`src/rtl/mhts_pkg.sv`:
```
package mhts_pkg;

   localparam int NUM_TEMPLATES = 64;
   localparam int SYMBOLS       = 32;

   localparam int GRAM_W        = 64;
   localparam int CFG_W         = 64;
   localparam int CSR_IDX_W     = 8;
   localparam int IDX_W         = 6;
   localparam int DIST_W        = 6;
   localparam int RSP_DATA_W    = 16;

   // rank of a free bit position, saturated at the number of deposited index bits
   localparam int DEP_BITS      = IDX_W;
   localparam int RANK_W        = 3;
   localparam int SUM_W         = 5;
   // template index widened so that every saturated rank selects a bit
   localparam int JEXT_W        = 2 ** RANK_W;

   // free-position prefix count and match count both work in groups of eight bits
   localparam int GROUP_W       = 8;
   localparam int GROUP_CNT_W   = 4;
   localparam int BYTE_GROUPS   = GRAM_W / GROUP_W;
   localparam int NUM_GROUPS    = (SYMBOLS + GROUP_W - 1) / GROUP_W;

   localparam int FIFO_DEPTH    = 4;
   localparam int FIFO_PTR_W    = 2;
   localparam int FIFO_CNT_W    = 3;

   typedef logic [GRAM_W-1:0] gram_type;
   typedef logic [DIST_W-1:0] dist_type;
   typedef logic [RANK_W-1:0] rank_type;

   localparam dist_type NO_MATCH  = DIST_W'(SYMBOLS + 1);
   localparam dist_type SYM_COUNT = DIST_W'(SYMBOLS);
   localparam rank_type RANK_SAT  = RANK_W'(DEP_BITS);

   typedef enum logic [CSR_IDX_W-1:0] {
      REG_MASK_ONE = 8'd0,
      REG_MASK_TWO = 8'd1,
      REG_PART_ONE = 8'd2,
      REG_PART_TWO = 8'd3
   } csr_reg_type;

   typedef struct packed {
      gram_type gram;
      logic     end_of_scan;
   } item_type;

   typedef struct packed {
      gram_type                base;
      gram_type                free_pos;
      rank_type [GRAM_W-1:0]   rank;
   } tmpl_cfg_type;

   typedef struct packed {
      logic                            load;
      dist_type [NUM_TEMPLATES-1:0]    minima;
   } scan_done_type;

endpackage

```
`src/rtl/mhts_tmpl.sv`:
```
module mhts_tmpl (
   input  logic                             clock,
   input  logic                             reset,
   input  logic                             csr_wen,
   input  logic [mhts_pkg::CSR_IDX_W-1:0]   csr_index,
   input  logic [mhts_pkg::CFG_W-1:0]       csr_wdata,
   output mhts_pkg::tmpl_cfg_type           tmpl_cfg
);
   import mhts_pkg::*;

   gram_type                  mask_one_ff, mask_two_ff, part_one_ff, part_two_ff;

   gram_type                  base_a_ff, base_a_in;
   gram_type                  free_a_ff, free_a_in;
   logic [GROUP_CNT_W-1:0]    local_a_ff [GRAM_W];
   logic [GROUP_CNT_W-1:0]    local_a_in [GRAM_W];
   logic [GROUP_CNT_W-1:0]    total_a_ff [BYTE_GROUPS];
   logic [GROUP_CNT_W-1:0]    total_a_in [BYTE_GROUPS];

   gram_type                  base_b_ff, free_b_ff;
   rank_type                  rank_b_ff [GRAM_W];
   rank_type                  rank_b_in [GRAM_W];

   function automatic rank_type sat_rank(input logic [SUM_W-1:0] v);
      return (v >= SUM_W'(RANK_SAT)) ? RANK_SAT : v[RANK_W-1:0];
   endfunction

   always_ff @(posedge clock) begin
      if (reset) begin
         mask_one_ff <= '0;
         mask_two_ff <= '0;
         part_one_ff <= '0;
         part_two_ff <= '0;
      end else if (csr_wen) begin
         unique case (csr_index)
            REG_MASK_ONE: mask_one_ff <= csr_wdata;
            REG_MASK_TWO: mask_two_ff <= csr_wdata;
            REG_PART_ONE: part_one_ff <= csr_wdata;
            REG_PART_TWO: part_two_ff <= csr_wdata;
            default: ;
         endcase
      end
   end

   // first step: base, free positions and per-byte exclusive prefix counts
   always_comb begin
      logic [GROUP_CNT_W-1:0] acc;
      base_a_in = (part_one_ff & mask_one_ff) | (part_two_ff & mask_two_ff);
      free_a_in = ~(mask_one_ff | mask_two_ff);
      for (int g = 0; g < BYTE_GROUPS; g++) begin
         acc = '0;
         for (int k = 0; k < GROUP_W; k++) begin
            local_a_in[g*GROUP_W+k] = acc;
            acc = acc + GROUP_CNT_W'(free_a_in[g*GROUP_W+k]);
         end
         total_a_in[g] = acc;
      end
   end

   // second step: add the byte offsets, saturate at the deposit width
   always_comb begin
      rank_type off;
      off = '0;
      for (int g = 0; g < BYTE_GROUPS; g++) begin
         for (int k = 0; k < GROUP_W; k++) begin
            rank_b_in[g*GROUP_W+k] =
               sat_rank(SUM_W'(off) + SUM_W'(local_a_ff[g*GROUP_W+k]));
         end
         off = sat_rank(SUM_W'(off) + SUM_W'(total_a_ff[g]));
      end
   end

   always_ff @(posedge clock) begin
      base_a_ff  <= base_a_in;
      free_a_ff  <= free_a_in;
      local_a_ff <= local_a_in;
      total_a_ff <= total_a_in;
      base_b_ff  <= base_a_ff;
      free_b_ff  <= free_a_ff;
      rank_b_ff  <= rank_b_in;
   end

   always_comb begin
      tmpl_cfg.base     = base_b_ff;
      tmpl_cfg.free_pos = free_b_ff;
      for (int p = 0; p < GRAM_W; p++) begin
         tmpl_cfg.rank[p] = rank_b_ff[p];
      end
   end

endmodule

```
`config.mk`:
```
export PLATFORM = sky130hd
export DESIGN_NAME = mhts_tmpl
export DESIGN_NICKNAME = d
export VERILOG_FILES = /design/src/rtl/mhts_pkg.sv /design/src/rtl/mhts_tmpl.sv
export SDC_FILE = /design/constraint.sdc
export NUM_CORES = 1
export LEC_CHECK = 0
export ABC_AREA = 1
export BUFFER_PORTS_ARGS = -buffer_cell sky130_fd_sc_hd__buf_2
export CORE_MARGIN = 2
export CORE_UTILIZATION = 32
export CTS_BUF_LIST = sky130_fd_sc_hd__clkbuf_8 sky130_fd_sc_hd__clkbuf_16
export DETAILED_ROUTE_END_ITERATION = 8
export PLACE_DENSITY_LB_ADDON = 0.25
export SLEW_MARGIN = 10
export SYNTH_ARGS = -nofsm -noshare
export SYNTH_HDL_FRONTEND = slang
export SYNTH_SLANG_ARGS = --single-unit
```
`constraint.sdc`:
```
create_clock -name clock -period 42.5 [get_ports clock]
set_input_delay 6.375 -clock clock [delete_from_list [all_inputs] [get_ports clock]]
set_output_delay 6.375 -clock clock [all_outputs]
set_load 0.02 [all_outputs]
```
==> metrics.cfg <==
[run_status]
status=completed

[drt]
wl_per_cell_um=14.1
wl_mm=74.2
antenna_left=0
dr_total_vias=22400
drcViolationCount=0
drtIter0Drc=950
drt_first_pass_iters=5
via_per_inst=4.26

[synthesis]
yosys.area_share.simple_pct=10.3
synthDistinctLibCells=34
ys_ff_latch=893
yosysWarnings=0
synth_fa_ha_area_share_pct=13.6
synth_edf_count=0
async_flop_share_pct=0
synth_top_flop_cell=dfxtp_1
syn_avg_cell_area_um2=9.50
synth_area_um2=32400
synth_compound_area_share_pct=10.7
yosys.area.top_type=dfxtp_1
synth_area_leaders=dfxtp_1 (55%), ha_1 (9.6%), inv_1 (7.0%)
netlist_instances=3411
yosysTopAreaCellShare_pct=55.1
synth_top_family_by_area=adder cells
synth_xor_area_share_pct=1.70
ys_seq_area_share_pct=55.1
synth.area.mux_share_pct=0

[floorplan]
core_um2=100000
die-area_um2=104000
start_util_pct=32.3
dieHeight_um=322
row_count=116
die_w_um=322
ios=395

[clock_tree]
root_buffer=clkbuf_16
cts_resized=0
cts.htree.levels=3
clk_path_buf_depth=3
cts_tree=built
cts_made_buffers=95
clock-sinks=893
hold_buffers=0
insertion_delay_ps=650
clk_pin_slew_ps=60
cts_setup_buffers=0

[timing]
max_freq_mhz=61.5
tightest_slew_ps=1120
finalSetupTns_ps=0
maxSlewViolCount=0
hold_viol=0
period_share_pct=38.3
setup_violations=0
worst_hold_slack_ps=317
fin_crit_ps=16270
clock_skew_ps=17.9
relSlewSlack_pct=25.2
rsz0062_at_grt=false

[power]
leakage_nw=17.0
power_mw=2.00
p_per_area_nw_per_um2=51.1
ir_drop_mv=0.0364

[critical_path]
reg2reg_from=total_a_ff[29]
crit_path_end_kind=flop
cp_max_fo=10
critPathRequiredTime_ps=43040
max_stage_delay_ps=750
crit_arrival_ps=16810
cp-startpoint=total_a_ff[29]
start_kind=flop
critPathSlowestCell=nor2_1
cpMostUsedCell=nand2_1
crit_type=reg2reg

[global_routing]
grt_usage_pct=14.2
antenna_found_initial=12
overflow=0
grt_pass1_wl_mm=116
grt_start_max_net_pins=90
first_global_vias=21900

[placed_design]
place_congestion=0.776
place_area_um2=35700
dp_hpwl_mm=54.4
port_buffers=388

[cells_and_area]
fin_nets=4210
layout_commonest_cell=dfxtp_1
final_cell_mix=dfxtp_1 (893), inv_1 (618), nand2_1 (427)
area_delta_synth_final_pct=20.7
final_cell_area_um2=39100
fin_util_pct=39.0
layout-drive-gt1-share_pct=15.7

[hold_path]
hp-class=reg2reg
hold_start=base_a_ff[11]

[run]
drv_cap=0

[where the power goes]
part	leakage, nW	switching, mW	total (mW)	internal [mW]
clock network	1.70	0.342	0.883	0.541
registers	7.23	0.0153	0.889	0.874
logic	8.06	0.147	0.226	0.0791
[path summary, 6_finish.rpt]
| kind | slack, ps | to | cells after the start |
|---|---|---|---|
| worst min-delay path | 320 | base_b_ff[11] | 0 |
| worst max register to register | 26230 | tmpl_cfg[184] | 66 |
| worst max-delay path | 26230 | tmpl_cfg[184] | 66 |
| worst min register to register | 320 | base_b_ff[11] | 0 |
[critical path: cells and delay by family, from the launching register on]
| family | cells | cell delay, ps |
|---|---|---|
| AND/OR/NAND/NOR | 42 | 8370 |
| buffers and inverters | 15 | 3660 |
| adder cells (fa/ha/maj) | 7 | 3540 |
| flip-flops | 1 | 310 |
| AO/OA/AOI/OAI | 2 | 260 |
[cell usage after synthesis, types with 10 or more instances]
cell,instances
dfxtp_1,893
inv_1,608
nand2_1,431
a21oi_1,279
ha_1,249
nor2_1,159
o21ai_0,135
o21ai_1,130
nand3_1,112
fa_1,64
o22ai_1,64
clkbuf_1,38
xor2_1,38
or2_2,35
buf_2,34
nand4_1,34
xnor2_1,25
a21o_1,19
buf_4,10
buf_6,10
[kinds of logic (layout without fill, tap and decap cells)]
| logic type | Yosys count | count (layout) |
|---|---|---|
| other | 1 | 7 |
| adder cells (fa/ha/maj) | 313 | 313 |
| AO/OA/AOI/OAI | 653 | 653 |
| XOR/XNOR | 63 | 63 |
| buffers and inverters | 701 | 1184 |
| AND/OR/NAND/NOR | 787 | 787 |
| flip-flops | 893 | 893 |
[layer usage]
metal | track usage (%) | share of wire (%)
met5 | 0 | 0.13
met4 | 4.84 | 2.9
met3 | 4.11 | 5.9
met2 | 23.5 | 46
met1 | 17.7 | 45
[through the flow]
stage / cells / worst slack (ps)
3_3_place_gp: 5082 / 26540
5_1_grt: 5257 / 23840
2_1_floorplan: 3416 / 28830
4_1_cts: 5256 / 25700
6_report: 5257 / 26230
3_5_place_dp: 5082 / 25720
[flip-flops by register name, summed over array words and instances, names as in the netlist]
signal and count:
tmpl_cfg 185, free_b_ff 64, local_a_ff 168, total_a_ff 28, base_b_ff 64, base_a_ff 64, mask_two_ff 64, mask_one_ff 64
part_two_ff 64, free_a_ff 64, part_one_ff 64
[final cells by class]
class | count | area [µm²]
inverter | 608 | 2290
antenna | 1 | 2.50
clock buffer | 116 | 2690
timing repair buffer | 402 | 2050
multi-input combinational | 1822 | 11800
fill | 9997 | 61200
tap | 1357 | 1700
sequential | 893 | 17900
clock inverter | 58 | 723
(Power assumes the default switching activity.)
