--- config.mk ---
export PLATFORM = sky130hd
export DESIGN_NAME = mhts_report
export DESIGN_NICKNAME = d
export VERILOG_FILES = /design/src/rtl/mhts_pkg.sv /design/src/rtl/mhts_report.sv
export SDC_FILE = /design/constraint.sdc
export NUM_CORES = 1
export LEC_CHECK = 0
export BUFFER_PORTS_ARGS = -buffer_cell sky130_fd_sc_hd__buf_2
export CAP_MARGIN = 20
export CORE_UTILIZATION = 58
export CTS_CLUSTER_DIAMETER = 100
export DETAILED_ROUTE_END_ITERATION = 10
export PLACE_DENSITY_LB_ADDON = 0.3
export SYNTH_ARGS = -nofsm -noshare
export SYNTH_HDL_FRONTEND = slang
export SYNTH_SLANG_ARGS = --single-unit
--- constraint.sdc ---
create_clock -name clock -period 16.65 [get_ports clock]
set_input_delay 0.8325 -clock clock [delete_from_list [all_inputs] [get_ports clock]]
set_output_delay 0.8325 -clock clock [all_outputs]
set_load 0.01 [all_outputs]
--- src/rtl/mhts_pkg.sv ---
package mhts_pkg;

   localparam int NUM_TEMPLATES = 64;
   localparam int SYMBOLS       = 32;

   localparam int GRAM_W        = 64;
   localparam int CFG_W         = 64;
   localparam int CSR_IDX_W     = 8;
   localparam int IDX_W         = 6;
   localparam int DIST_W        = 6;
   localparam int RSP_DATA_W    = 16;

   // rank of a free bit position, saturated at the number of deposited index bits
   localparam int DEP_BITS      = IDX_W;
   localparam int RANK_W        = 3;
   localparam int SUM_W         = 5;
   // template index widened so that every saturated rank selects a bit
   localparam int JEXT_W        = 2 ** RANK_W;

   // free-position prefix count and match count both work in groups of eight bits
   localparam int GROUP_W       = 8;
   localparam int GROUP_CNT_W   = 4;
   localparam int BYTE_GROUPS   = GRAM_W / GROUP_W;
   localparam int NUM_GROUPS    = (SYMBOLS + GROUP_W - 1) / GROUP_W;

   localparam int FIFO_DEPTH    = 4;
   localparam int FIFO_PTR_W    = 2;
   localparam int FIFO_CNT_W    = 3;

   typedef logic [GRAM_W-1:0] gram_type;
   typedef logic [DIST_W-1:0] dist_type;
   typedef logic [RANK_W-1:0] rank_type;

   localparam dist_type NO_MATCH  = DIST_W'(SYMBOLS + 1);
   localparam dist_type SYM_COUNT = DIST_W'(SYMBOLS);
   localparam rank_type RANK_SAT  = RANK_W'(DEP_BITS);

   typedef enum logic [CSR_IDX_W-1:0] {
      REG_MASK_ONE = 8'd0,
      REG_MASK_TWO = 8'd1,
      REG_PART_ONE = 8'd2,
      REG_PART_TWO = 8'd3
   } csr_reg_type;

   typedef struct packed {
      gram_type gram;
      logic     end_of_scan;
   } item_type;

   typedef struct packed {
      gram_type                base;
      gram_type                free_pos;
      rank_type [GRAM_W-1:0]   rank;
   } tmpl_cfg_type;

   typedef struct packed {
      logic                            load;
      dist_type [NUM_TEMPLATES-1:0]    minima;
   } scan_done_type;

endpackage

--- src/rtl/mhts_report.sv ---
module mhts_report (
   input  logic                                 clock,
   input  logic                                 reset,
   input  mhts_pkg::scan_done_type              done,
   output logic                                 can_load,
   output logic                                 rsp_tvalid,
   input  logic                                 rsp_tready,
   output logic [mhts_pkg::RSP_DATA_W-1:0]      rsp_tdata,
   output logic                                 rsp_tlast
);
   import mhts_pkg::*;

   logic                busy_ff, busy_in;
   logic [IDX_W-1:0]    idx_ff, idx_in;
   dist_type            line_ff [NUM_TEMPLATES];
   logic                xfer, last;

   assign xfer       = rsp_tvalid & rsp_tready;
   assign last       = (idx_ff == IDX_W'(NUM_TEMPLATES - 1));
   assign can_load   = ~busy_ff | (xfer & last);
   assign rsp_tvalid = busy_ff;
   assign rsp_tlast  = last;
   assign rsp_tdata  = {(RSP_DATA_W - IDX_W - DIST_W)'(0), line_ff[0], idx_ff};

   always_comb begin
      busy_in = busy_ff;
      idx_in  = idx_ff;
      if (done.load) begin
         busy_in = 1'b1;
         idx_in  = '0;
      end else if (xfer) begin
         idx_in = idx_ff + 1'b1;
         if (last) begin
            busy_in = 1'b0;
         end
      end
   end

   always_ff @(posedge clock) begin
      if (reset) begin
         busy_ff <= 1'b0;
         idx_ff  <= '0;
      end else begin
         busy_ff <= busy_in;
         idx_ff  <= idx_in;
      end
   end

   // snapshot all minima, then shift one toward the head per transfer
   always_ff @(posedge clock) begin
      if (done.load) begin
         for (int j = 0; j < NUM_TEMPLATES; j++) begin
            line_ff[j] <= done.minima[j];
         end
      end else if (xfer) begin
         for (int j = 0; j < NUM_TEMPLATES - 1; j++) begin
            line_ff[j] <= line_ff[j+1];
         end
      end
   end

`ifndef ASSERT_OFF
   a_load_starts_run: assert property (@(posedge clock) disable iff (reset)
      done.load |=> (rsp_tvalid && idx_ff == '0))
      else $error("report run did not start at template zero");
   a_run_ends: assert property (@(posedge clock) disable iff (reset)
      (xfer && last && !done.load) |=> !rsp_tvalid)
      else $error("result offered after the last template");
`endif

endmodule

==> flow_metrics.env, run 1 <==
export IMPL_status="finished, final reports clean"
export IMPL_worstMarginPinSlew_ns=1.22
export IMPL_grt_pass1_vias=9312
export IMPL_rsz0062_at_grt="false"
export IMPL_yosys_area_top_type_share_pct=68.3
export IMPL_area_growth_pct=20.6
export IMPL_dieArea_um2=29800
export IMPL_cp_start_kind="primary input"
export IMPL_cts_root_buffer_cell="clkbuf_16"
export IMPL_globalplace_congestion=0.796
export IMPL_p_leak_uw=0.00823
export IMPL_overflow=0
export IMPL_detail_route_vias_per_cell=5.30
export IMPL_post_cts_resized=0
export IMPL_route_detailed_drc=0
export IMPL_wl_per_cell_um=20.2
export IMPL_async_reset_ff_share_pct=0
export IMPL_pin_count=407
export IMPL_cts_sinks=391
export IMPL_post_cts_buffers=0
export IMPL_grt_pass1_wl_um=51400
export IMPL_dpl_instance_area_um2=19100
export IMPL_cts_buffers=41
export IMPL_clk_latency_ns=0.52
export IMPL_ys_seq_elements=391
export IMPL_track_usage_pct=22.7
export IMPL_tritoncts="yes"
export IMPL_fin_area_um2=20400
export IMPL_crit_path_end_kind="register"
export IMPL_die_w_um=173
export IMPL_path_max_fanout=109
export IMPL_cts_max_level=2
export IMPL_dp_final_hpwl_um=23100
export IMPL_tns_ns=0
export IMPL_synth_area_leader_cell="edfxtp_1"
export IMPL_critical_path_required_ns=16.79
export IMPL_synth_distinct_cells=24
export IMPL_final_period_utilization_pct=22.2
export IMPL_ir_drop_v=0.0000968
export IMPL_clock_path_buffers=3
export IMPL_synth_commonest_cells="edfxtp_1 (384), mux2_2 (218), mux2_4 (100)"
export IMPL_vias=8894
export IMPL_antenna_found_initial=20
export IMPL_yosys_top_cells_area="edfxtp_1 (68%), mux2_2 (15%), mux2_4 (8.9%)"
export IMPL_maxCapViolations=0
export IMPL_fp_dieH_um=173
export IMPL_numPlacedInstances=1596
export IMPL_fin_nets=1645
export IMPL_core_area_um2=28700
export IMPL_drt_initial_drc_count=671
export IMPL_yosysMostFrequentCell="edfxtp_1"
export IMPL_numPortBuffers=402
export IMPL_dr_pass1_iters=5
export IMPL_grt_max_degree=176
export IMPL_power_density_nw_per_um2=110
export IMPL_relSlewSlack_pct=18.7
export IMPL_syn_area_um2=16900
export IMPL_skew_ns=0.0190
export IMPL_timing_hold_ws_ns=0.477
export IMPL_criticalPathCategory="in -> reg"
export IMPL_hp_class="in -> reg"
export IMPL_rows=62
export IMPL_postSynthCellCount=855
export IMPL_drive_gt1_share_pct=61.1
export IMPL_crit_arrival_ns=3.84
export IMPL_maxClockFrequency_mhz=270
export IMPL_slew_viol_final=0
export IMPL_finalCriticalPeriod_ns=3.70
export IMPL_setup_violations=0
export IMPL_clk_pin_slew_worst_paths_ns=0.06
export IMPL_postRouteWirelength_um=33900
export IMPL_synth_avg_cell_area_um2=19.7
export IMPL_holdBufCountCts=0
export IMPL_ys_seq_area_share_pct=69.1
export IMPL_initial_core_util_pct=58.8
export IMPL_synthFlopType="edfxtp_1"
export IMPL_synth_warnings=0
export IMPL_final_cell_count_no_fill=1678
export IMPL_synth_edf_count=384
export IMPL_final_antenna_net_count=0
export IMPL_hold_viol_final=0
-- path summary, 6_finish.rpt --
path              start              to  slack [ns]  cells past startpoint
max reg2reg  rsp_tvalid  line_ff[1][52]       13.43                      5
max           done[384]  line_ff[1][52]       12.95                      6
min           done[382]  line_ff[3][94]        0.48                      1
min reg2reg   idx_ff[1]       idx_ff[1]        0.51                      2
-- cells in the final DEF (no fill, tap or decap) --
| cell type | synthesis | routed |
|---|---|---|
| nand2_4 | 0 | 1 |
| conb_1 | 1 | 4 |
| edfxtp_1 | 384 | 384 |
| mux2_1 | 60 | 60 |
| nand4_1 | 1 | 1 |
| buf_12 | 0 | 2 |
| clkbuf_16 | 0 | 43 |
| diode_2 | 0 | 10 |
| buf_4 | 10 | 3 |
| or2_2 | 1 | 1 |
| inv_1 | 1 | 1 |
| buf_16 | 0 | 1 |
| inv_6 | 0 | 1 |
| dfxtp_1 | 7 | 7 |
| clkbuf_8 | 0 | 3 |
| nand2_1 | 4 | 3 |
| a21oi_1 | 5 | 5 |
| clkbuf_1 | 2 | 7 |
| o31ai_1 | 1 | 1 |
| mux2_2 | 218 | 218 |
| buf_6 | 18 | 1 |
| clkinvlp_4 | 0 | 2 |
| xor2_1 | 2 | 2 |
| nand3_1 | 5 | 5 |
| clkinv_1 | 0 | 9 |
| ha_1 | 1 | 1 |
| inv_2 | 1 | 1 |
| clkinv_2 | 0 | 6 |
| nor2_1 | 3 | 3 |
| buf_2 | 23 | 401 |
| o21ai_0 | 3 | 3 |
| nand3_4 | 0 | 1 |
| mux2_4 | 100 | 100 |
| or3_1 | 3 | 3 |
-- routing by layer --
| metal | share of wire, % | GRT usage, % | vias up |
|---|---|---|---|
| met5 | 0.37 | 0 | - |
| met4 | 3.5 | 8.78 | 20 |
| met3 | 8.8 | 8.51 | 87 |
| met2 | 47 | 36.3 | 345 |
| met1 | 40 | 28.2 | 4278 |
| li1 | - | - | 4164 |
-- critical path, stage by stage --
cell and delay [ns]:
buf_6 0.66, inv_2 0.18, nand2_4 0.61, buf_4 0.37
buf_16 0.36, buf_4 0.68
-- logic make-up after synthesis --
| logic type | share of synthesized area [%] |
|---|---|
| xor gates and xnor gates | 0.104 |
| DFF | 69.1 |
| buffers and inverters | 2.42 |
| and+or+nand+nor | 0.548 |
| adders and majority gates | 0.0741 |
| AOI/OAI and AO/OA | 0.282 |
| other | 0.0222 |
| muxes | 27.4 |
-- flip-flops by register name, summed over array words and instances, names as in the netlist --
| register | count |
|---|---|
| idx_ff | 6 |
| line_ff | 384 |
| rsp_tvalid | 1 |
-- through the flow --
step | setup WS (ns) | total power (uW) | util (%)
final | 12.95 | 2230 | 70.9
after global routing | 12.72 | 2310 | 70.9
after CTS | 12.62 | 2250 | 70.7
after detailed placement | 12.08 | 1420 | 66.4
after global placement | 12.13 | 1410 | 66.4
after floorplan | 6.74 | 1360 | -
-- where the power goes --
group          internal, uW  total, uW  switching (uW)
sequential             1190       1210            23.9
combinational           109        187            77.1
clock                   482        837             355
-- layout make-up --
class                      count  area (um^2)
timing repair buffer         408         2110
inverter                       2         7.51
antenna                       10         25.0
clock buffer                  53         1140
clock inverter                18         87.6
sequential                   391        11700
fill                        1907         8350
tap                          384          480
multi-input combinational    412         4830
(Power assumes the default switching activity.)
==> run 2, diff against run 1 <==
--- a/config.mk
+++ b/config.mk
@@ -7,7 +7,7 @@
 export LEC_CHECK = 0
 export BUFFER_PORTS_ARGS = -buffer_cell sky130_fd_sc_hd__buf_2
 export CAP_MARGIN = 20
-export CORE_UTILIZATION = 58
+export CORE_UTILIZATION = 49
 export CTS_CLUSTER_DIAMETER = 100
 export DETAILED_ROUTE_END_ITERATION = 10
 export PLACE_DENSITY_LB_ADDON = 0.3
==> constraint.sdc (replaced) <==
create_clock -name clock -period 3.4 [get_ports clock]
set_input_delay 0.17 -clock clock [delete_from_list [all_inputs] [get_ports clock]]
set_output_delay 0.17 -clock clock [all_outputs]
set_load 0.01 [all_outputs]
==> run 2 against run 1 <==
  * The flow now stops in clock tree synthesis (4_1_cts)
  * Area after synthesis did not move
  * Synthesized cell count did not move
==> flow_metrics.env, run 2 <==
export IMPL_haltStage="clock tree synthesis (4_1_cts)"
export IMPL_holdBufCountCts=351
export IMPL_yosysMostFrequentCell="edfxtp_1"
export IMPL_pin_count=407
export IMPL_die_w_um=188
export IMPL_async_reset_ff_share_pct=0
export IMPL_postSynthCellCount=855
export IMPL_globalplace_congestion=0.788
export IMPL_syn_area_um2=16900
export IMPL_first_error="[ERROR RSZ-0060] Max buffer count reached."
export IMPL_post_cts_buffers=0
export IMPL_synth_distinct_cells=24
export IMPL_cts_max_level=2
export IMPL_initial_core_util_pct=50.1
export IMPL_ys_seq_elements=391
export IMPL_synth_area_leader_cell="edfxtp_1"
export IMPL_synth_commonest_cells="edfxtp_1 (384), mux2_2 (218), mux2_4 (100)"
export IMPL_synthFlopType="edfxtp_1"
export IMPL_synth_avg_cell_area_um2=19.7
export IMPL_yosys_area_top_type_share_pct=68.3
export IMPL_rows=67
export IMPL_synth_warnings=0
export IMPL_numPortBuffers=402
export IMPL_clock_path_buffers=3
export IMPL_synth_edf_count=384
export IMPL_dp_final_hpwl_um=25300
export IMPL_cts_sinks=391
export IMPL_cts_buffers=43
export IMPL_fp_dieH_um=188
export IMPL_status="did not finish"
export IMPL_yosys_top_cells_area="edfxtp_1 (68%), mux2_2 (15%), mux2_4 (8.9%)"
export IMPL_post_cts_resized=0
export IMPL_cts_root_buffer_cell="clkbuf_16"
export IMPL_ys_seq_area_share_pct=69.1
run 2: cell counts after synthesis:
No cell type changed its count.
run 2: cell families after synthesis:
group / synth area share (%)
compound gates: 0.282
mux: 27.4
flops: 69.1
other cells: 0.0222
buf+inv: 2.42
xor+xnor: 0.104
simple gates: 0.548
fa+ha+maj: 0.0741
run 2: per-stage QoR:
| stage | utilization, % | instance area (um^2) | worst slack (ns) | hold WS, ns | cells |
|---|---|---|---|---|---|
| floorplan | - | 16900 | 0.748 | 0.239 | 858 |
| global placement | 57.3 | 19300 | 1.07 | 0.339 | 1675 |
| detailed placement | 57.3 | 19300 | 1.01 | 0.338 | 1675 |
==> run 3, diff against run 2 <==
--- a/config.mk
+++ b/config.mk
@@ -7,10 +7,9 @@
 export LEC_CHECK = 0
 export BUFFER_PORTS_ARGS = -buffer_cell sky130_fd_sc_hd__buf_2
 export CAP_MARGIN = 20
-export CORE_UTILIZATION = 49
-export CTS_CLUSTER_DIAMETER = 100
+export CORE_UTILIZATION = 40
 export DETAILED_ROUTE_END_ITERATION = 10
-export PLACE_DENSITY_LB_ADDON = 0.3
+export PLACE_DENSITY_LB_ADDON = 0.15
 export SYNTH_ARGS = -nofsm -noshare
 export SYNTH_HDL_FRONTEND = slang
 export SYNTH_SLANG_ARGS = --single-unit
==> constraint.sdc (replaced) <==
create_clock -name clock -period 4.4 [get_ports clock]
set_input_delay 0.22 -clock clock [delete_from_list [all_inputs] [get_ports clock]]
set_output_delay 0.22 -clock clock [all_outputs]
set_load 0.01 [all_outputs]
==> run 3 against run 2 <==
  * Synthesized cell count is the same
  * Area after synthesis is the same
  * The flow again stops in clock tree synthesis (4_1_cts)
==> flow_metrics.env, run 3 <==
export IMPL_haltStage="clock tree synthesis (4_1_cts)"
export IMPL_yosys_area_share_adder_pct=0.0741
export IMPL_globalplace_congestion=0.743
export IMPL_synth_top_family_by_area="multiplexers"
export IMPL_initial_core_util_pct=41.0
export IMPL_first_error="[ERROR RSZ-0060] Max buffer count reached."
export IMPL_post_cts_buffers=0
export IMPL_yosys_top_cells_area="edfxtp_1 (68%), mux2_2 (15%), mux2_4 (8.9%)"
export IMPL_synth_warnings=0
export IMPL_status="did not finish"
export IMPL_fp_dieH_um=207
export IMPL_synthSimpleGateAreaFrac_pct=0.548
export IMPL_cts_buffers=45
export IMPL_die_w_um=207
export IMPL_synth_compound_area_share_pct=0.282
export IMPL_post_cts_resized=0
export IMPL_synthFlopType="edfxtp_1"
export IMPL_synth_edf_count=384
export IMPL_clock_path_buffers=3
export IMPL_muxShareOfSynthArea_pct=27.4
export IMPL_cts_root_buffer_cell="clkbuf_16"
export IMPL_synth_commonest_cells="edfxtp_1 (384), mux2_2 (218), mux2_4 (100)"
export IMPL_synth_area_leader_cell="edfxtp_1"
export IMPL_holdBufCountCts=368
export IMPL_dp_final_hpwl_um=25100
export IMPL_cts_sinks=391
export IMPL_synth_xor_area_share_pct=0.104
export IMPL_ys_seq_area_share_pct=69.1
export IMPL_yosysMostFrequentCell="edfxtp_1"
export IMPL_postSynthCellCount=855
export IMPL_numPortBuffers=402
export IMPL_dpl_instance_area_um2=19400
export IMPL_synth_distinct_cells=24
export IMPL_syn_area_um2=16900
export IMPL_ys_seq_elements=391
export IMPL_async_reset_ff_share_pct=0
export IMPL_rows=74
export IMPL_synth_avg_cell_area_um2=19.7
export IMPL_cts_max_level=2
export IMPL_yosys_area_top_type_share_pct=68.3
export IMPL_pin_count=407
## run 3: cell counts after synthesis
No cell type changed its count.
## run 3: cell families after synthesis
family,Yosys count
simple gates,18
mux,378
flops,391
buf+inv,55
xor+xnor,2
compound gates,9
fa+ha+maj,1
other cells,1
## run 3: stage by stage
step	setup WS (ns)	std cells
2_1_floorplan	0.697	858
3_3_place_gp	1.94	1751
3_5_place_dp	1.90	1751
