[src/rtl/mhts_pkg.sv]
package mhts_pkg;

   localparam int NUM_TEMPLATES = 64;
   localparam int SYMBOLS       = 32;

   localparam int GRAM_W        = 64;
   localparam int CFG_W         = 64;
   localparam int CSR_IDX_W     = 8;
   localparam int IDX_W         = 6;
   localparam int DIST_W        = 6;
   localparam int RSP_DATA_W    = 16;

   // rank of a free bit position, saturated at the number of deposited index bits
   localparam int DEP_BITS      = IDX_W;
   localparam int RANK_W        = 3;
   localparam int SUM_W         = 5;
   // template index widened so that every saturated rank selects a bit
   localparam int JEXT_W        = 2 ** RANK_W;

   // free-position prefix count and match count both work in groups of eight bits
   localparam int GROUP_W       = 8;
   localparam int GROUP_CNT_W   = 4;
   localparam int BYTE_GROUPS   = GRAM_W / GROUP_W;
   localparam int NUM_GROUPS    = (SYMBOLS + GROUP_W - 1) / GROUP_W;

   localparam int FIFO_DEPTH    = 4;
   localparam int FIFO_PTR_W    = 2;
   localparam int FIFO_CNT_W    = 3;

   typedef logic [GRAM_W-1:0] gram_type;
   typedef logic [DIST_W-1:0] dist_type;
   typedef logic [RANK_W-1:0] rank_type;

   localparam dist_type NO_MATCH  = DIST_W'(SYMBOLS + 1);
   localparam dist_type SYM_COUNT = DIST_W'(SYMBOLS);
   localparam rank_type RANK_SAT  = RANK_W'(DEP_BITS);

   typedef enum logic [CSR_IDX_W-1:0] {
      REG_MASK_ONE = 8'd0,
      REG_MASK_TWO = 8'd1,
      REG_PART_ONE = 8'd2,
      REG_PART_TWO = 8'd3
   } csr_reg_type;

   typedef struct packed {
      gram_type gram;
      logic     end_of_scan;
   } item_type;

   typedef struct packed {
      gram_type                base;
      gram_type                free_pos;
      rank_type [GRAM_W-1:0]   rank;
   } tmpl_cfg_type;

   typedef struct packed {
      logic                            load;
      dist_type [NUM_TEMPLATES-1:0]    minima;
   } scan_done_type;

endpackage

[src/rtl/mhts_front.sv]
module mhts_front (
   input  logic                  clock,
   input  logic                  reset,
   input  logic                  req_tvalid,
   output logic                  req_tready,
   input  mhts_pkg::gram_type    req_tdata,
   input  logic                  req_tuser,
   output mhts_pkg::item_type    item,
   output logic                  item_valid,
   input  logic                  item_take
);
   import mhts_pkg::*;

   item_type                mem_ff [FIFO_DEPTH];
   logic [FIFO_PTR_W-1:0]   wr_ptr_ff, wr_ptr_in;
   logic [FIFO_PTR_W-1:0]   rd_ptr_ff, rd_ptr_in;
   logic [FIFO_CNT_W-1:0]   count_ff, count_in;
   logic                    push, pop;

   assign req_tready = (count_ff != FIFO_CNT_W'(FIFO_DEPTH));
   assign push       = req_tvalid & req_tready;
   assign item_valid = (count_ff != '0);
   assign pop        = item_valid & item_take;
   assign item       = mem_ff[rd_ptr_ff];

   always_comb begin
      wr_ptr_in = push ? wr_ptr_ff + 1'b1 : wr_ptr_ff;
      rd_ptr_in = pop ? rd_ptr_ff + 1'b1 : rd_ptr_ff;
      count_in  = count_ff;
      if (push && !pop) begin
         count_in = count_ff + 1'b1;
      end else if (pop && !push) begin
         count_in = count_ff - 1'b1;
      end
   end

   always_ff @(posedge clock) begin
      if (reset) begin
         wr_ptr_ff <= '0;
         rd_ptr_ff <= '0;
         count_ff  <= '0;
      end else begin
         wr_ptr_ff <= wr_ptr_in;
         rd_ptr_ff <= rd_ptr_in;
         count_ff  <= count_in;
      end
   end

   always_ff @(posedge clock) begin
      if (push) begin
         mem_ff[wr_ptr_ff] <= '{gram: req_tdata, end_of_scan: req_tuser};
      end
   end

`ifndef ASSERT_OFF
   a_count_bound: assert property (@(posedge clock) disable iff (reset)
      count_ff <= FIFO_CNT_W'(FIFO_DEPTH))
      else $error("queue count above depth");
   a_push_pop_hold: assert property (@(posedge clock) disable iff (reset)
      (push && pop) |=> $stable(count_ff))
      else $error("queue count moved on simultaneous push and pop");
`endif

endmodule

[config.mk]
export PLATFORM = sky130hd
export DESIGN_NAME = mhts_front
export DESIGN_NICKNAME = d
export VERILOG_FILES = /design/src/rtl/mhts_pkg.sv /design/src/rtl/mhts_front.sv
export SDC_FILE = /design/constraint.sdc
export NUM_CORES = 1
export LEC_CHECK = 0
export BUFFER_PORTS_ARGS = -buffer_cell sky130_fd_sc_hd__buf_2
export CORE_UTILIZATION = 45
export DETAILED_ROUTE_END_ITERATION = 8
export GPL_TIMING_DRIVEN = 0
export PLACE_DENSITY = 0.61
export SYNTH_ARGS = -nofsm -noshare
export SYNTH_HDL_FRONTEND = slang
export SYNTH_SLANG_ARGS = --single-unit
[constraint.sdc]
create_clock -name clock -period 4.3 [get_ports clock]
set_input_delay 0 -clock clock [delete_from_list [all_inputs] [get_ports clock]]
set_output_delay 0 -clock clock [all_outputs]
set_load 0.005 [all_outputs]
==> results of run 1 <==
-- placed cells by master, fill, tap and decap left out, drive strengths merged --
cell type,synthesis,final
clkinvlp,0,1
a21oi,1,1
or3,2,2
and2,4,4
nor2,8,8
buf,13,151
o21ai,1,1
clkbuf,2,38
nand2,1,1
nand2b,2,2
o31ai,1,1
clkinv,0,9
inv,3,4
mux2,1,1
fa,1,1
bufinv,0,3
mux2i,2,2
dfxtp,9,9
edfxtp,260,260
dlygate4sd3,0,69
mux4,65,65
o311ai,1,1
xor2,4,4
diode,0,1
a21boi,1,1
ha,5,5
-- critical path: cells and delay by family, from the launching register on --
kind                       cells  cell delay, ns
adders and majority gates      2            0.66
DFF                            1            0.45
xor gates and xnor gates       1            0.19
and+or+nand+nor                2            0.44
buffers and inverters          1            0.07
AOI/OAI and AO/OA              2            0.57
-- flip-flops by register name, indices dropped and copies added, names as in the netlist, named ones only --
name / cells
mem_ff: 260
count_ff: 3
rd_ptr_ff: 2
wr_ptr_ff: 2
-- power by group through the flow --
stage / Sequential, mW / Clock [mW] / Combinational, mW
detailed placement: 3.31 / 0 / 1.62
CTS: 3.26 / 2.38 / 1.68
global placement: 3.33 / 0 / 1.57
floorplan: 3.30 / 0 / 1.02
finish: 3.25 / 2.32 / 1.63
global route: 3.28 / 2.48 / 1.79
-- stage by stage --
stage	hold WS (ns)	total power [mW]
after floorplan	0.09887	4.318
after global placement	0.2095	4.892
after detailed placement	0.2173	4.933
after CTS	0.2015	7.321
after global routing	0.2184	7.544
final	0.2311	7.201
-- cell type report --
cell class	instances	area [µm²]
fill	1569	8685
antenna	1	2.502
clock buffer	36	752.0
multi-input combinational	100	1744
tap	275	344.1
sequential	269	7988
inverter	3	11.26
timing repair buffer	207	1456
buffer	15	156.4
clock inverter	14	147.6
-- cell families after synthesis --
family	Yosys count	share of synthesized area (%)
flip-flops	269	80.77
AND/OR/NAND/NOR	17	0.8476
adder cells (fa/ha/maj)	6	0.8350
buffers and inverters	18	1.695
multiplexers	68	15.12
XOR/XNOR	4	0.3542
AO/OA/AOI/OAI	5	0.3795
-- metal layers --
metal	vias up	share of wire, %
met5	-	0
met4	0	1.5
met3	21	7.2
met2	154	50
met1	2391	42
li1	2119	-
-- worst min-delay path by stage --
stage,startpoint,end,slack [ns],depth (start not counted)
after floorplan,req_tuser,mem_ff[0][0]$_DFFE_PP_,0.1,0
after global placement,req_tdata[4],mem_ff[0][5]$_DFFE_PP_,0.21,1
after detailed placement,req_tdata[29],mem_ff[2][30]$_DFFE_PP_,0.22,1
after CTS,req_tdata[53],mem_ff[2][54]$_DFFE_PP_,0.20,2
after global routing,req_tdata[26],mem_ff[3][27]$_DFFE_PP_,0.22,2
final,req_tdata[54],mem_ff[1][55]$_DFFE_PP_,0.23,2
==> flow_metrics.env, run 1 <==
export IMPL_finalSetupViolations=0
export IMPL_powerDensity_nw_per_um2=571.4
export IMPL_min_period_over_period_pct=57.73
export IMPL_synth_top_cell_area_share_pct=78.95
export IMPL_met1_usage_pct=21.17
export IMPL_rr_startpoint="count_ff[0]$_SDFFE_PP0P_"
export IMPL_synthArstFlopShare_pct=0
export IMPL_wl_per_cell_um=18.78
export IMPL_netlist_area_um2=9889
export IMPL_power_leakage_nw=4.323
export IMPL_wl_mm=17.28
export IMPL_core_um2=21290
export IMPL_peakVddDrop_mv=0.3979
export IMPL_syn_nets=462
export IMPL_place_ws_ns=1.920
export IMPL_r2r_end="count_ff[2]$_SDFFE_PP0P_"
export IMPL_die_area_um2=22570
export IMPL_grt_overflow=0
export IMPL_grt_pass1_wl_mm=26.65
export IMPL_endpoint_kind="flop"
export IMPL_dp_hpwl_mm=10.17
export IMPL_finish_utilization_pct=59.20
export IMPL_track_usage_pct=15.80
export IMPL_startpoint="count_ff[0]$_SDFFE_PP0P_"
export IMPL_min_period_ns=2.482
export IMPL_crit_slowest_cell="dfxtp_1"
export IMPL_setup_ws_ns=1.818
export IMPL_port_buffers=134
export IMPL_ys_flop_type="edfxtp_1"
export IMPL_die_h_um=150.2
export IMPL_cts_resized=0
export IMPL_die_width_um=150.2
export IMPL_place_area_um2=11010
export IMPL_ys_warn_count=0
export IMPL_finalHoldViolCount=0
export IMPL_cts_path_max_buffers=3
export IMPL_tightestPinTransition_ns=0.6422
export IMPL_synthTopCellsByArea="edfxtp_1 79%, mux4_2 15%, dfxtp_1 1.8%"
export IMPL_drv_slew=0
export IMPL_fmax_mhz=402.9
export IMPL_yosysMostFrequentCell="edfxtp_1"
export IMPL_use_met3_pct=3.182
export IMPL_ys_seq_area_share_pct=80.77
export IMPL_cts_buffers=28
export IMPL_vias_per_cell=5.092
export IMPL_rsz0062_at_grt="no"
export IMPL_clock_skew_ns=0.01495
export IMPL_gp_congestion=0.6982
export IMPL_grt_use_met2_pct=26.55
export IMPL_crit_path_start_kind="flop"
export IMPL_crit_arrival_ns=2.92
export IMPL_max_slew_margin_pct=57.19
export IMPL_clk_insertion_delay_late_ns=0.52
export IMPL_seq_power_share_pct=45.2
export IMPL_worstSetupEndpoint="count_ff[2]$_SDFFE_PP0P_"
export IMPL_place_inst=800
export IMPL_first_pass_iters=4
export IMPL_yosys_top_cells_count="260 x edfxtp_1, 65 x mux4_2, 9 x dfxtp_1, 8 x nor2_1, 6 x buf_2"
export IMPL_synthCells=387
export IMPL_crit_fanout=7
export IMPL_layout_cells_non_filler=920
export IMPL_drc=0
export IMPL_max_stage_delay_ns=0.45
export IMPL_clock_root_buffer="clkbuf_16"
export IMPL_cts_tree="yes"
export IMPL_synth_area_per_cell_um2=25.55
export IMPL_drt_iter0_markers=191
export IMPL_finalInstanceArea_um2=12600
export IMPL_start_util_pct=46.46
export IMPL_rows=53
export IMPL_grt_busiest_layer="met2"
export IMPL_ant_nets=0
export IMPL_grt_pass1_vias=4958
export IMPL_setup_tns_ns=0
export IMPL_ys_ff_latch=269
export IMPL_worst_r2r_setup_slack_ns=1.82
export IMPL_switching_power_mw=1.717
export IMPL_synth_cell_types=24
export IMPL_vias=4685
export IMPL_crit_chain="nor2_1, a21boi_2, ha_1, inv_1, fa_1, xor2_1, or3_1, a21oi_1"
export IMPL_clkPwrFrac_pct=32.2
export IMPL_status="completed"
export IMPL_num_io_pins=136
export IMPL_antenna_found_initial=1
export IMPL_reg2reg_depth=8
export IMPL_required_ns=4.74
export IMPL_max_cap_violations=0
export IMPL_cts_htree_levels=1
export IMPL_hold_buffers=69
export IMPL_critPathKind="reg2reg"
export IMPL_clkSlewWorstSetupHoldPaths_ns=0.06
export IMPL_synth_top_cell_by_area="edfxtp_1"
export IMPL_layout_drive_gt1_share_pct=40.37
export IMPL_layout_nets=699
export IMPL_synth_edff_count=260
export IMPL_hold_class="in2reg"
export IMPL_post_cts_setup_buffers=0
export IMPL_grt_max_degree=37
export IMPL_combinationalPowerShare_pct=22.6
export IMPL_syn_to_final_growth_pct=27.43
export IMPL_swShare_pct=23.85
export IMPL_p_int_mw=5.483
export IMPL_clock_sinks=269
Note: power is estimated with default switching activity, not from simulation.
==> run 2, diff against run 1 <==
- PLACE_DENSITY: 0.61 -> 0.63
- clock period: 4.3 -> 2.05 ns (I/O delays scaled with it)
==> flow_metrics.env, run 2 (synthesis gave the netlist of run 1 again) <==
export IMPL_syn_to_final_growth_pct=27.80
export IMPL_crit_arrival_ns=1.96
export IMPL_worst_r2r_setup_slack_ns=0.10
export IMPL_ant_nets=0
export IMPL_drt_iter0_markers=221
export IMPL_die_width_um=150.2
export IMPL_core_um2=21290
export IMPL_layout_drive_gt1_share_pct=41.89
export IMPL_finish_utilization_pct=59.37
export IMPL_rows=53
export IMPL_reg2reg_depth=7
export IMPL_max_slew_margin_pct=68.35
export IMPL_drc=0
export IMPL_cts_htree_levels=1
export IMPL_status="completed"
export IMPL_peakVddDrop_mv=0.8331
export IMPL_critPathKind="reg2out"
export IMPL_endpoint_kind="output pin"
export IMPL_clock_root_buffer="clkbuf_16"
export IMPL_die_area_um2=22570
export IMPL_drv_slew=0
export IMPL_track_usage_pct=16.09
export IMPL_clk_insertion_delay_late_ns=0.52
export IMPL_vias=4708
export IMPL_min_period_ns=1.961
export IMPL_rr_startpoint="count_ff[1]$_SDFFE_PP0P_"
export IMPL_tightestPinTransition_ns=0.4748
export IMPL_final_common_cell="edfxtp_1"
export IMPL_num_io_pins=136
export IMPL_max_stage_delay_ns=0.53
export IMPL_place_inst=800
export IMPL_swShare_pct=24.50
export IMPL_finalHoldViolCount=0
export IMPL_largestRegisters="mem_ff (260), count_ff (3)"
export IMPL_vias_per_cell=5.106
export IMPL_cts_buffers=28
export IMPL_combinationalPowerShare_pct=23.2
export IMPL_rsz0062_at_grt="no"
export IMPL_antenna_cells=0
export IMPL_max_cap_violations=0
export IMPL_regMostFlops="mem_ff"
export IMPL_hold_depth=2
export IMPL_wl_per_cell_um=19.16
export IMPL_gp_congestion=0.6877
export IMPL_clock_skew_ns=0.008330
export IMPL_grt_pass1_vias=4996
export IMPL_wl_mm=17.66
export IMPL_layout_cells_non_filler=922
export IMPL_min_period_over_period_pct=95.65
export IMPL_crit_chain="buf_8, buf_12, mux4_2, buf_2"
export IMPL_die_h_um=150.2
export IMPL_clock_sinks=269
export IMPL_power_leakage_nw=4.325
export IMPL_r2r_end="count_ff[2]$_SDFFE_PP0P_"
export IMPL_cts_path_max_buffers=3
export IMPL_power_mw=14.98
export IMPL_layout_nets=700
export IMPL_crit_slowest_cell="mux4_2"
export IMPL_grt_max_degree=41
export IMPL_dp_hpwl_mm=10.27
export IMPL_crit_path_start_kind="flop"
export IMPL_fmax_mhz=510.0
export IMPL_hold_class="in2reg"
export IMPL_start_util_pct=46.46
export IMPL_cts_tree="yes"
export IMPL_grt_overflow=0
export IMPL_seq_power_share_pct=45.8
export IMPL_min_from="req_tdata[27]"
export IMPL_clkPwrFrac_pct=31.0
export IMPL_hold_slack_ns=0.2293
export IMPL_largest_reg_flops=260
export IMPL_antenna_found_initial=0
export IMPL_switching_power_mw=3.669
export IMPL_finalSetupViolations=0
export IMPL_required_ns=2.05
export IMPL_grt_pass1_wl_mm=27.15
export IMPL_clkSlewWorstSetupHoldPaths_ns=0.06
export IMPL_crit_fanout=10
export IMPL_p_int_mw=11.31
export IMPL_port_buffers=134
export IMPL_layout_common_cells="260 x edfxtp_1, 134 x buf_2, 69 x dlygate4sd3_1"
export IMPL_holdPathEnd="mem_ff[3][28]$_DFFE_PP_"
export IMPL_first_pass_iters=5
export IMPL_powerDensity_nw_per_um2=1185
==> run 2: worst max path at each step <==
stage / startpoint / to / slack, ns / depth (start not counted)
floorplan: count_ff[0]$_SDFFE_PP0P_ / mem_ff[0][0]$_DFFE_PP_ / -0.01 / 3
global placement: count_ff[0]$_SDFFE_PP0P_ / mem_ff[0][10]$_DFFE_PP_ / -0.74 / 3
detailed placement: count_ff[0]$_SDFFE_PP0P_ / count_ff[2]$_SDFFE_PP0P_ / -0.24 / 8
CTS: flop / item[14] / 0.004 / 4
global route: flop / item[23] / 0.001 / 4
finish: flop / item[3] / 0.09 / 4
==> run 2: power by group through the flow <==
stage / Combinational [mW] / Clock, mW / Sequential (mW)
global placement: 3.27 / 0 / 6.94
global route: 3.80 / 4.99 / 6.91
floorplan: 2.13 / 0 / 6.91
finish: 3.47 / 4.65 / 6.86
detailed placement: 3.39 / 0 / 6.95
CTS: 3.55 / 4.79 / 6.85
==> run 2: final cells by class <==
type	count	area, µm²
Sequential cell	269	7996
Fill cell	1533	8648
Buffer	15	176.4
Tap cell	275	344.1
Inverter	3	11.26
Clock buffer	36	752.0
Multi-Input combinational cell	100	1774
Clock inverter	16	105.1
Timing Repair Buffer	208	1479
==> run 2: critical path: cells and delay by family (launching register included) <==
family	cells	cell delay [ns]
buffers and inverters	3	0.53
multiplexers	1	0.53
flip-flops	1	0.37
==> run 2: timing repair <==
item / CTS / global route
gates resized for setup: 6 / 14
pin swaps: 2 / 3
hold buffers: 69 / 0
setup endpoints to repair: 159 / 110
setup buffers: 1 / 0
cloned: 0 / 0
endpoints found under the hold margin: 269 / 0
==> run 2: metrics by stage <==
step	TNS [ns]	worst slack, ns	instance area, µm²
after floorplan	-2.520	-0.009693	9894
after global placement	-189.64	-0.7387	10910
after detailed placement	-8.244	-0.2394	11020
after CTS	0	0.004227	12610
after global routing	0	0.001134	12640
final	0	0.08920	12640
==> run 2: layer usage <==
layer	part of all wire, %	track usage (%)
met4	1.6	4.293
met3	4.4	2.879
met2	51	27.62
met5	0	0
met1	43	21.22
==> run 3, diff against run 2 <==
- REMOVE_ABC_BUFFERS: default -> 1
==> flow_metrics.env, run 3 (synthesis gave the netlist of run 1 again) <==
export IMPL_clock_root_buffer="clkbuf_16"
export IMPL_die_h_um=150.2
export IMPL_grt_pass1_wl_mm=27.43
export IMPL_start_util_pct=46.46
export IMPL_first_pass_iters=4
export IMPL_wl_mm=17.84
export IMPL_setup_tns_ns=0
export IMPL_drv_slew=0
export IMPL_hold_depth=5
export IMPL_cts_path_max_buffers=3
export IMPL_place_area_um2=10920
export IMPL_fmax_mhz=509.9
export IMPL_seq_area_um2=8006
export IMPL_final_common_cell="edfxtp_1"
export IMPL_drt_iter0_markers=249
export IMPL_layout_drive_gt1_share_pct=41.04
export IMPL_switching_power_mw=3.598
export IMPL_num_io_pins=136
export IMPL_hold_slack_ns=0.1490
export IMPL_antenna_cells=0
export IMPL_antenna_found_initial=0
export IMPL_reg2reg_depth=7
export IMPL_max_cap_violations=0
export IMPL_die_area_um2=22570
export IMPL_clock_sinks=269
export IMPL_fillerInstances=1556
export IMPL_multiInputGateArea_um2=1770
export IMPL_crit_fanout=7
export IMPL_vias=4686
export IMPL_status="completed"
export IMPL_ant_nets=0
export IMPL_max_slew_margin_pct=65.06
export IMPL_peakVddDrop_mv=0.9100
export IMPL_crit_arrival_ns=2.41
export IMPL_critPathKind="reg2reg"
export IMPL_combinationalPowerShare_pct=22.9
export IMPL_drc=0
export IMPL_largest_reg_flops=260
export IMPL_min_period_ns=1.961
export IMPL_tightestPinTransition_ns=0.5242
export IMPL_layout_nets=694
export IMPL_clkSlewWorstSetupHoldPaths_ns=0.06
export IMPL_clock_skew_ns=0.009030
export IMPL_powerDensity_nw_per_um2=1170
export IMPL_largestRegisters="mem_ff (260), count_ff (3)"
export IMPL_power_mw=14.63
export IMPL_clkPwrFrac_pct=30.0
export IMPL_clk_insertion_delay_late_ns=0.52
export IMPL_grt_overflow=0
export IMPL_finish_utilization_pct=58.76
export IMPL_wl_per_cell_um=19.58
export IMPL_cts_htree_levels=1
export IMPL_required_ns=2.50
export IMPL_dp_hpwl_mm=9.854
export IMPL_grt_pass1_vias=5130
export IMPL_port_buffers=135
export IMPL_finalSetupViolations=0
export IMPL_swShare_pct=24.59
export IMPL_seq_power_share_pct=47.1
export IMPL_gp_congestion=0.6808
export IMPL_crit_path_start_kind="flop"
export IMPL_cts_tree="yes"
export IMPL_rows=53
export IMPL_grt_max_degree=46
export IMPL_hold_class="in2reg"
export IMPL_syn_to_final_growth_pct=26.48
export IMPL_track_usage_pct=16.24
export IMPL_finalInstanceArea_um2=12510
export IMPL_min_period_over_period_pct=95.67
export IMPL_p_int_mw=11.03
export IMPL_power_leakage_nw=4.259
export IMPL_core_um2=21290
export IMPL_vias_per_cell=5.144
export IMPL_finalHoldViolCount=0
export IMPL_cts_buffers=27
export IMPL_endpoint_kind="flop"
export IMPL_layout_common_cells="260 x edfxtp_1, 135 x buf_2, 68 x dlygate4sd3_1"
export IMPL_regMostFlops="mem_ff"
export IMPL_die_width_um=150.2
-- run 3: final cells by class --
class | count | area share (%)
flip-flops and latches | 269 | 64.01
multi-input cells | 100 | 14.15
repair buffers | 218 | 12.74
clock buffers | 32 | 5.552
well taps | 275 | 2.751
clock inverters | 14 | 0.7002
inverters | 3 | 0.09003
-- run 3: repair_timing --
| action | in CTS | in global routing |
|---|---|---|
| endpoints found under the hold margin | 269 | 0 |
| endpoints found under the setup margin | 224 | 70 |
| buffers inserted | 6 | 3 |
| pin swaps | 1 | 3 |
| gates resized for setup | 5 | 6 |
| hold buffers | 68 | 0 |
-- run 3: layer usage --
layer	global-route usage [%]	vias up	part of all wire (%)
li1	-	2113	-
met5	0	-	0
met4	4.848	0	2.5
met1	21.54	2409	43
met3	2.727	36	4.4
met2	27.66	128	50
-- run 3: power groups by stage --
stage,Combinational (mW),Clock (mW),Sequential (mW)
floorplan,1.61,0,7.22
global placement,2.29,0,7.31
detailed placement,2.98,0,7.19
CTS,3.40,4.48,6.91
global route,3.69,4.65,6.95
finish,3.35,4.38,6.90
-- run 3: final timing paths --
kind                                                 from  slack, ns                        end
worst max-delay path             count_ff[2]$_SDFFE_PP0P_       0.09   count_ff[2]$_SDFFE_PP0P_
worst min-delay path                           req_tvalid       0.15  wr_ptr_ff[1]$_SDFFE_PP0P_
worst max register to register   count_ff[2]$_SDFFE_PP0P_       0.09   count_ff[2]$_SDFFE_PP0P_
worst min register to register  rd_ptr_ff[0]$_SDFFE_PP0P_       0.53  rd_ptr_ff[0]$_SDFFE_PP0P_
-- run 3: critical path: stages (launching register included) --
cell and delay, ns:
dfxtp_4 0.38, o31ai_4 0.27, ha_2 0.22, inv_1 0.06, fa_2 0.34, xor2_1 0.17, or3_1 0.32, a21oi_1 0.14
-- run 3: stage by stage --
step	std cells	setup slack, ns
after floorplan	372	-1.377
final	911	0.08877
after global routing	911	-0.002063
after CTS	908	0.01435
after global placement	782	-2.761
after detailed placement	788	-0.2891
